`config.mk`:
```
export PLATFORM = sky130hd
export DESIGN_NAME = lsf_icpt
export DESIGN_NICKNAME = d
export VERILOG_FILES = /design/src/rtl/core/lsf_pkg.sv /design/src/rtl/core/lsf_icpt.sv
export SDC_FILE = /design/constraint.sdc
export NUM_CORES = 2
export LEC_CHECK = 0
export BUFFER_PORTS_ARGS = -buffer_cell sky130_fd_sc_hd__buf_2
export CAP_MARGIN = 20
export CORE_UTILIZATION = 56
export DETAILED_ROUTE_END_ITERATION = 8
export PLACE_DENSITY = 0.73
export SYNTH_ARGS = -nofsm -noshare
export SYNTH_HDL_FRONTEND = slang
export SYNTH_SLANG_ARGS = --single-unit
```
`constraint.sdc`:
```
create_clock -name clk_i -period 8.5 [get_ports clk_i]
set_input_delay 1.7 -clock clk_i [delete_from_list [all_inputs] [get_ports clk_i]]
set_output_delay 1.7 -clock clk_i [all_outputs]
set_load 0.05 [all_outputs]
```
`src/rtl/core/lsf_pkg.sv`:
```
// Shared constants, types and a helper function for the five-point line fit.
package lsf_pkg;

  localparam int NPTS  = 5;              // points per channel
  localparam int CH_W  = 4;              // channel tag width
  localparam int VW    = 24;             // Q12.12 sample width
  localparam int SW    = 27;             // width of sum of five samples
  localparam int PW    = 2 * VW;         // single product width
  localparam int PSW   = PW + 3;         // sum of five products
  localparam int NW    = 56;             // signed numerator / denominator
  localparam int MW    = NW - 1;         // magnitudes
  localparam int FRAC  = 16;             // Q16.16 fraction bits
  localparam int QI    = 16;             // integer quotient bits before overflow
  localparam int QB    = QI + FRAC + 1;  // quotient bits incl. round bit
  localparam int SLW   = 32;             // result width
  localparam int XW    = SW + SLW + 2;   // intercept numerator in 2^-28 units
  localparam int RSH   = 12;             // 2^-28 -> 2^-16
  localparam int TW    = 36;             // intercept dividend after shift
  localparam int NDIG  = TW / 4;         // hex digits in the divide by five
  localparam int DPS   = 3;              // digits per stage
  localparam int SUM_STAGES  = 5;
  localparam int TAIL_STAGES = 9;
  localparam int LAT   = SUM_STAGES + QB + TAIL_STAGES;

  localparam logic [1:0] ST_OK    = 2'd0;
  localparam logic [1:0] ST_DEGEN = 2'd1;
  localparam logic [1:0] ST_SAT   = 2'd2;

  localparam logic signed [SLW-1:0] SAT_MAX = 32'sh7FFF_FFFF;
  localparam logic signed [SLW-1:0] SAT_MIN = 32'sh8000_0000;

  typedef logic signed [VW-1:0] smp_t;
  typedef logic signed [SW-1:0] sum_t;

  typedef struct packed {
    logic [CH_W-1:0] channel;
    sum_t            sv;
    sum_t            su;
    logic            degen;
    logic            neg;
    logic            ovf;
  } ctx_t;

  // one base-16 digit of a divide by five: val < 80, returns {quotient, remainder}
  function automatic logic [6:0] div5_step(input logic [6:0] val);
    logic [3:0] q;
    logic [6:0] r;
    q = '0;
    for (int i = 1; i < 16; i++) begin
      if (val >= 7'(NPTS * i)) q = 4'(i);
    end
    r = val - 7'(NPTS * q);
    return {q, r[2:0]};
  endfunction

endpackage

```
`src/rtl/core/lsf_icpt.sv`:
```
// Slope rounding and clamp, intercept numerator, divide by five, final clamp and status.
module lsf_icpt import lsf_pkg::*; (
  input  logic                  clk_i,
  input  logic                  rst_ni,
  input  logic                  valid_i,
  input  logic [QB-1:0]         q_i,
  input  ctx_t                  ctx_i,
  output logic                  valid_o,
  output logic [CH_W-1:0]       channel_o,
  output logic signed [SLW-1:0] slope_o,
  output logic signed [SLW-1:0] intercept_o,
  output logic [1:0]            status_o
);

  localparam int XMW = XW - 1;
  localparam logic [QB-1:0]  M_NEG_LIM = QB'(1) << 31;
  localparam logic [QB-1:0]  M_POS_LIM = M_NEG_LIM - QB'(1);
  localparam logic [TW-1:0]  Q_NEG_LIM = TW'(1) << 31;
  localparam logic [TW-1:0]  Q_POS_LIM = Q_NEG_LIM - TW'(1);
  localparam logic [XMW:0]   RND_ADD   = (XMW+1)'(NPTS * 2048);
  localparam logic [XMW:0]   BIG_LIM   = ((XMW+1)'(NPTS) << 31) + (XMW+1)'(NPTS);

  typedef struct packed {
    logic [CH_W-1:0]  channel;
    logic [SLW-1:0]   slope;
    logic             sat;
    logic             degen;
    logic             xneg;
    logic             big;
  } side_t;

  logic [TAIL_STAGES-1:0] vld_q;

  // stage A
  logic [QB:0]           inc;
  logic [QB-1:0]         mag;
  logic signed [SLW-1:0] slope_a_d, slope_a_q;
  logic                  sat_a_d, sat_a_q;
  ctx_t                  ctx_a_q;
  // stage B
  logic signed [SLW+SW-1:0] prod_b_q;
  logic signed [SLW-1:0]    slope_b_q;
  logic                     sat_b_q;
  ctx_t                     ctx_b_q;
  // stage C
  logic signed [XW-1:0] x_c_q;
  side_t                side_c_q;
  // stage D
  logic [XMW-1:0] xmag_d_q;
  side_t          side_d_q;
  // stage E
  logic [XMW:0]   tsum, tval;
  logic [TW-1:0]  tt_e_q;
  side_t          side_e_q;
  // divide by five stages
  logic [TW-1:0]  dtt_q [DPS];
  logic [TW-1:0]  dquo_q [DPS];
  logic [2:0]     drem_q [DPS];
  side_t          dside_q [DPS];
  // final
  logic signed [SLW-1:0] icpt_d;
  logic                  sat_i_d;
  side_t                 fin_side;
  logic [TW-1:0]         fin_quo;
  logic [CH_W-1:0]       ch_q;
  logic signed [SLW-1:0] slope_q, icpt_q;
  logic [1:0]            status_q, status_d;

  assign inc = {1'b0, q_i} + (QB+1)'(1);
  assign mag = inc[QB:1];

  always_comb begin
    slope_a_d = '0;
    sat_a_d   = 1'b0;
    if (ctx_i.degen) begin
      slope_a_d = '0;
    end else if (ctx_i.ovf) begin
      sat_a_d   = 1'b1;
      slope_a_d = ctx_i.neg ? SAT_MIN : SAT_MAX;
    end else if (ctx_i.neg) begin
      if (mag > M_NEG_LIM) begin
        sat_a_d   = 1'b1;
        slope_a_d = SAT_MIN;
      end else begin
        slope_a_d = SLW'(-mag);
      end
    end else begin
      if (mag > M_POS_LIM) begin
        sat_a_d   = 1'b1;
        slope_a_d = SAT_MAX;
      end else begin
        slope_a_d = SLW'(mag);
      end
    end
  end

  assign tsum = {1'b0, xmag_d_q} + RND_ADD;
  assign tval = tsum >> RSH;

  for (genvar g = 0; g < DPS; g++) begin : g_div5
    logic [TW-1:0] tt_src, quo_src, quo_d, qv;
    logic [2:0]    rem_src, rem_d, rv;
    side_t         side_src;
    logic [6:0]    st;

    if (g == 0) begin : g_first
      assign tt_src   = tt_e_q;
      assign quo_src  = '0;
      assign rem_src  = '0;
      assign side_src = side_e_q;
    end else begin : g_next
      assign tt_src   = dtt_q[g-1];
      assign quo_src  = dquo_q[g-1];
      assign rem_src  = drem_q[g-1];
      assign side_src = dside_q[g-1];
    end

    // long division by five, one hex digit at a time, most significant first
    always_comb begin
      rv = rem_src;
      qv = quo_src;
      st = '0;
      for (int j = 0; j < DPS; j++) begin
        st = div5_step({rv, tt_src[4*(NDIG-1-g*DPS-j) +: 4]});
        qv[4*(NDIG-1-g*DPS-j) +: 4] = st[6:3];
        rv = st[2:0];
      end
      quo_d = qv;
      rem_d = rv;
    end

    always_ff @(posedge clk_i) begin
      dtt_q[g]   <= tt_src;
      dquo_q[g]  <= quo_d;
      drem_q[g]  <= rem_d;
      dside_q[g] <= side_src;
    end
  end

  assign fin_side = dside_q[DPS-1];
  assign fin_quo  = dquo_q[DPS-1];

  always_comb begin
    sat_i_d = 1'b0;
    icpt_d  = '0;
    if (fin_side.big) begin
      sat_i_d = 1'b1;
      icpt_d  = fin_side.xneg ? SAT_MIN : SAT_MAX;
    end else if (fin_side.xneg) begin
      if (fin_quo > Q_NEG_LIM) begin
        sat_i_d = 1'b1;
        icpt_d  = SAT_MIN;
      end else begin
        icpt_d  = SLW'(-fin_quo);
      end
    end else begin
      if (fin_quo > Q_POS_LIM) begin
        sat_i_d = 1'b1;
        icpt_d  = SAT_MAX;
      end else begin
        icpt_d  = SLW'(fin_quo);
      end
    end
    if (fin_side.degen) begin
      status_d = ST_DEGEN;
    end else if (fin_side.sat || sat_i_d) begin
      status_d = ST_SAT;
    end else begin
      status_d = ST_OK;
    end
  end

  always_ff @(posedge clk_i or negedge rst_ni) begin
    if (!rst_ni) begin
      vld_q <= '0;
    end else begin
      vld_q <= {vld_q[TAIL_STAGES-2:0], valid_i};
    end
  end

  always_ff @(posedge clk_i) begin
    // A
    slope_a_q <= slope_a_d;
    sat_a_q   <= sat_a_d;
    ctx_a_q   <= ctx_i;
    // B
    prod_b_q  <= slope_a_q * $signed(ctx_a_q.sv);
    slope_b_q <= slope_a_q;
    sat_b_q   <= sat_a_q;
    ctx_b_q   <= ctx_a_q;
    // C: x = Su*2^16 - slope*Sv
    x_c_q     <= (XW'($signed(ctx_b_q.su)) <<< FRAC) - XW'(prod_b_q);
    side_c_q  <= {ctx_b_q.channel, slope_b_q, sat_b_q, ctx_b_q.degen, 1'b0, 1'b0};
    // D
    xmag_d_q  <= x_c_q[XW-1] ? XMW'(-x_c_q) : XMW'(x_c_q);
    side_d_q  <= {side_c_q.channel, side_c_q.slope, side_c_q.sat, side_c_q.degen,
                  x_c_q[XW-1], side_c_q.big};
    // E
    tt_e_q    <= TW'(tval);
    side_e_q  <= {side_d_q.channel, side_d_q.slope, side_d_q.sat, side_d_q.degen,
                  side_d_q.xneg, (tval >= BIG_LIM)};
    // output register
    ch_q     <= fin_side.channel;
    slope_q  <= fin_side.slope;
    icpt_q   <= icpt_d;
    status_q <= status_d;
  end

  assign valid_o     = vld_q[TAIL_STAGES-1];
  assign channel_o   = ch_q;
  assign slope_o     = slope_q;
  assign intercept_o = icpt_q;
  assign status_o    = status_q;

endmodule

```
* After elaboration in Yosys (flattened, before gate mapping)
Memory sizes are Yosys's and may differ from the RTL's.
Index checks and enable logic that the tools add are counted.
** Word-level totals
- Flip-flop bits (word level) :: 568
- Bits in writable memories :: 345
- Input bits :: 97
- Output and inout bits :: 71
- Logic and storage cells :: 360
- Memories :: 4
** Memory list
- dside_q :: depth 3, bits a word 40, rd ports 3, clocked after Yosys merged registers in 0, wr ports 3, line lsf_icpt.sv:59 : side_t dside_q [DPS];
- dquo_q :: depth 3, bits a word 36, rd ports 3, clocked after Yosys merged registers in 0, wr ports 3, line lsf_icpt.sv:57 : logic [TW-1:0] dquo_q [DPS];
- dtt_q :: depth 3, bits a word 36, rd ports 2, clocked after Yosys merged registers in 0, wr ports 3, line lsf_icpt.sv:56 : logic [TW-1:0] dtt_q [DPS];
- drem_q :: depth 3, bits a word 3, rd ports 2, clocked after Yosys merged registers in 0, wr ports 3, line lsf_icpt.sv:58 : logic [2:0] drem_q [DPS];
** Cells by class
- Add/subtract/negate cells :: 15
- Multipliers :: 10
- Magnitude comparators :: 140
- Muxes and demuxes :: 155
- Reduce and logical (&&, ||, !) cells :: 1
** Operators by type and width (number)
- 4-bit 2-to-1 mux :: 126
- 7-bit by 6-bit greater-or-equal comparator with 1-bit output (second input constant) :: 48
- 32-bit 2-to-1 mux :: 10
- 7-bit by 5-bit greater-or-equal comparator with 1-bit output (second input constant) :: 24
- 7-bit greater-or-equal comparator (second input constant) :: 24
- 7-bit by 4-bit greater-or-equal comparator with 1-bit output (second input constant) :: 16
- 32-bit negator :: 2
- 60-bit by 14-bit adder with 61-bit output (second input constant) :: 1
- 60-bit 2-to-1 mux :: 1
- 60-bit negator :: 1
- 43-bit by 59-bit subtractor with 60-bit output :: 1
- 32-bit by 27-bit multiplier with 59-bit output :: 1
- 7-bit by 3-bit greater-or-equal comparator with 1-bit output (second input constant) :: 8
- 49-bit by 34-bit greater-or-equal comparator with 1-bit output (second input constant) :: 1
- 4-bit by 6-bit greater-or-equal comparator with 1-bit output (second input constant) :: 6
- 36-bit by 31-bit > comparator with 1-bit output (second input constant) :: 1
- 36-bit by 32-bit > comparator with 1-bit output (second input constant) :: 1
- 3-bit by 4-bit multiplier with 3-bit output (first input constant) :: 9
- 33-bit by 1-bit adder with 34-bit output (second input constant) :: 1
- 33-bit by 31-bit > comparator with 1-bit output (second input constant) :: 1
- 33-bit by 32-bit > comparator with 1-bit output (second input constant) :: 1
- 3-bit subtractor :: 9
- 4-bit by 7-bit greater-or-equal comparator with 1-bit output (second input constant) :: 3
- 1-bit 2-to-1 mux :: 17
- 5 further kinds :: 8

* Logic depth before layout (Yosys ltp)
An unclocked memory read counts as a cell.
- Depth in word-level cells :: 55
- Gate-level depth with buffers :: 33
- Gate-level depth less buffers :: 32

* Worst setup path before layout
OpenSTA, ideal clock, no wires.
- Kind :: reg2reg
- From :: register slope_a_q[31]
- To :: register prod_b_q[58]
- Library setup time :: 0.121 ns
- Arrival :: 7.516 ns
- Data required time :: 8.379 ns
- Setup slack :: 0.863 ns
- Stages on the path, launching flop included :: 26
- Clock period less this slack :: 7.637 ns
- Path through :: dfxtp_1 -> clkbuf_1 -> nand2_1 -> inv_1 -> fa_1 -> fa_1 -> inv_1 -> fa_1 -> inv_1 -> ha_1 -> inv_1 -> fa_1 -> inv_1 -> fa_1 -> fa_1 -> ha_1 -> a21o_1 -> a21o_1 -> a21o_1 -> a21oi_1 -> o31ai_1 -> a22o_1 -> a2111o_1 -> a31oi_1 -> o21bai_1 -> xnor2_1
** Between the ends
- Word-level cells in the longest chain between the ends :: 1
** Ends and longest elaborated chain
- start, declared :: line lsf_icpt.sv:37 : logic signed [SLW-1:0] slope_a_d, slope_a_q;
- start signal, assigned :: line lsf_icpt.sv:183 : slope_a_q <= slope_a_d;
- 32-bit by 27-bit multiplier with 59-bit output :: line lsf_icpt.sv:187 : prod_b_q <= slope_a_q * $signed(ctx_a_q.sv);
- end signal, assigned :: line lsf_icpt.sv:187
- end, declared :: line lsf_icpt.sv:41 : logic signed [SLW+SW-1:0] prod_b_q;
No other way between the ends.
A chain may end at the register's enable or synchronous reset.

* Worst setup path after layout
- From :: register slope_a_q[7]
- To :: register prod_b_q[57]
Same word-level chain as after synthesis.

==> flow_summary.ini <==
[timing]
rsz0062_at_grt = no
worst_pin_slew_ns = 0.9688
setup_viol = 0
finalCriticalPeriod_ns = 8.001
slew_viol_final = 0
fin_skew_ns = 0.05482
clock.fmax_mhz = 125.0
hold_viol_final = 0
period_share_pct = 94.13
setup_tns_ns = 0
setup_slack_ns = 0.4987
relSlewSlack_pct = 35.32

[yosys]
netlist_instances = 5815
ys_ff_latch = 785
ys_seq_area_share_pct = 27.92
ys_warn_count = 0
synth_flop_cell = dfxtp_1
avgSynthCellArea_um2 = 9.707
synth_edf_count = 0
syn_nets = 7031
syn_area_um2 = 56450
async_reset_ff_share_pct = 1.146
ys_types = 98

[cts]
insertion_delay_ns = 0.69
htreeDepth = 3
holdBufCountCts = 0
cts_tree = done
clockBufferDepth = 3
cts_root_buf = clkbuf_16
post_cts_buffers = 0
cts.reportedPaths.clkPinSlew_ns = 0.07
cts_resized = 0
cts_made_buffers = 83
clock-sinks = 785

[drt]
via_count = 39780
post_drt_wl_per_cell_um = 18.01
firstDrtPassIters = 7
drc = 0
routed_wl_um = 131200
avgViaCountPerCell = 5.458
ant_nets = 0
drtIter0Drc = 2765

[die]
core_area_um2 = 100000
die-area_um2 = 102100
fp.dieW_um = 319.5
ioPinCount = 168
rows = 116
start_util_pct = 56.44
die_y_um = 319.5

[setup_path]
cpPeakStageDelay_ns = 0.92
crit_fanout = 17
cp.required_ns = 9.08
worstSetupStartpointType = register
cpMostUsedCell = fa_1
crit_type = register to register
crit_slowest_cell = dfxtp_1
cp.arrival_ns = 8.58
end_kind = register
critPathTopFamily = adder cells
crit_chain = nand2_1, fa_1, inv_1, fa_1, fa_1, ha_1, inv_1, fa_1, fa_1, fa_1, inv_1, ha_1, a21o_1, a2111oi_0, buf_4, nand2_1, o21a_1, o31ai_1, o21ai_1, o2111ai_1, nand3_1, nor4b_1, a211o_1
critPathBufInv = 4

[run]
maxCapViolations = 0

[place]
routabilityCongestion = 0.9144
post-place-ws_ns = 0.5773
post-dp-hpwl_um = 103900
placed_cells = 7135
portBuffers = 167

[hold_path]
hold_path.class = register to register

[cells_and_area]
fin_util_pct = 61.71
layout.cells.non_filler = 7288
layout-drive-gt1-share_pct = 7.934
layout.nets = 7138
syn2layout_area_growth_pct = 9.334

[global_routing]
grt_pass1_vias = 41670
grt_max_degree = 51
grt_first_pass_wirelength_um = 217600
antenna_found_initial = 4
grt_use_total_pct = 26.75
grt-ovfl-total = 0

[run_status]
status = completed
[flip-flops by register name, indices dropped and copies added (netlist names)]
signal,count
dside_q,120
dquo_q,66
x_c_q,60
ctx_a_q,59
prod_b_q,59
xmag_d_q,49
g_div5.side_src,40
side_d_q,39
side_c_q,38
dtt_q,36
g_div5.tt_src,36
ctx_b_q,32
intercept_o,32
slope_a_q,32
slope_b_q,32
slope_o,32
vld_q,9
drem_q,6
channel_o,4
status_o,2
sat_a_q,1
sat_b_q,1
[layout make-up]
class / instances / area, um2
clock inverter: 44 / 611.8
antenna: 3 / 7.507
multi-input combinational: 3758 / 35880
fill: 8239 / 38290
clock buffer: 106 / 2293
tap: 1298 / 1624
inverter: 1013 / 3802
timing repair buffer: 281 / 1733
sequential: 785 / 15760
[layer usage]
metal  share of wire (%)  global-route usage [%]
met1                  41                   33.95
met2                  50                   46.26
met3                 6.0                   3.692
met4                 3.9                   10.38
met5                   0                       0
[cell families after synthesis]
family | synth area share, %
xor gates and xnor gates | 4.617
buffers and inverters | 8.512
AOI/OAI and AO/OA | 7.614
adders and majority gates | 36.82
and+or+nand+nor | 14.05
muxes | 0.4633
DFF | 27.92
[cell usage in the layout (no fill, tap or decap), types with 13 or more instances in the layout]
cell,netlist,final
or4_1,15,15
buf_2,8,167
or2_2,17,17
inv_1,1010,1010
or3_1,21,21
xnor2_1,211,211
dfxtp_1,776,776
xor2_1,84,84
nor2_1,173,173
buf_4,5,110
o21bai_1,15,15
a211o_1,17,17
clkbuf_16,0,83
a211oi_1,20,20
o21a_1,20,20
mux2i_1,16,16
nor4_1,30,30
a21o_1,61,61
clkbuf_8,0,13
nand3_1,83,83
nor3_1,83,83
and3_1,28,28
o211ai_1,15,15
a21oi_1,155,155
o311ai_0,21,21
and2_1,238,238
nand2b_1,48,48
o22ai_1,19,19
o31ai_1,16,16
nand2_1,803,803
a31oi_1,23,23
fa_1,894,894
ha_1,225,225
nand4_1,34,34
nor2b_1,18,18
o21ai_0,153,153
[worst reg2reg max path, stage by stage (launching register included)]
cell and delay, ns:
dfxtp_1 0.92, nand2_1 0.20, fa_1 0.58, inv_1 0.05
fa_1 0.39, fa_1 0.51, ha_1 0.30, inv_1 0.05
fa_1 0.52, fa_1 0.45, fa_1 0.54, inv_1 0.04
ha_1 0.35, a21o_1 0.19, a2111oi_0 0.44, buf_4 0.20
nand2_1 0.07, o21a_1 0.22, o31ai_1 0.53, o21ai_1 0.39
o2111ai_1 0.32, nand3_1 0.21, nor4b_1 0.34, a211o_1 0.14
[path summary, 6_finish.rpt]
path / from / to / slack (ns) / cells after the start
worst max-delay path: slope_a_q[7]$_SDFF_PP0_ / prod_b_q[57]$_DFF_P_ / 0.50 / 23
worst min-delay path: dtt_q[0][11]$_DFF_P_ / dtt_q[0][47]$_DFF_P_ / 0.30 / 0
worst max register to register: slope_a_q[7]$_SDFF_PP0_ / prod_b_q[57]$_DFF_P_ / 0.50 / 23
worst min register to register: dtt_q[0][11]$_DFF_P_ / dtt_q[0][47]$_DFF_P_ / 0.30 / 0
max in group asynchronous: rst_ni / vld_q[4]$_DFF_PN0_ / 7.47 / 1
min in group asynchronous: rst_ni / vld_q[7]$_DFF_PN0_ / 0.86 / 1
[synthesized netlist by cell type (all sizes together), types with 18 or more instances]
| master | count | area, um2 |
|---|---|---|
| and2 | 238 | 1489 |
| fa | 894 | 17900 |
| nand3 | 84 | 425.4 |
| and3 | 28 | 175.2 |
| clkbuf | 241 | 905.9 |
| xnor2 | 211 | 1848 |
| o21a | 20 | 150.1 |
| nor2 | 174 | 655.6 |
| nand2b | 48 | 300.3 |
| a31oi | 23 | 143.9 |
| o22ai | 19 | 118.9 |
| a21oi | 155 | 775.7 |
| nand4 | 36 | 246.5 |
| xor2 | 84 | 735.7 |
| a211oi | 21 | 162.6 |
| a21o | 61 | 457.9 |
| nor3 | 86 | 451.7 |
| buf | 18 | 96.35 |
| nor2b | 18 | 112.6 |
| dfxtp | 776 | 15530 |
| or2 | 19 | 118.9 |
| nand2 | 803 | 3014 |
| inv | 1010 | 3791 |
| or3 | 21 | 131.4 |
| o311ai | 22 | 192.7 |
| nor4 | 33 | 242.7 |
| ha | 225 | 2815 |
| o21ai | 163 | 819.5 |
[metrics by stage]
stage	area, um2	hold slack, ns
after floorplan	56450	0.3096
after global placement	58790	0.3096
after detailed placement	58800	0.3121
after CTS	61710	0.2944
after global routing	61710	0.3030
final	61710	0.2989
Power is left out: the tool's default activity adds up to more than one toggle a clock period on the data nets, which glitch-free logic cannot reach.
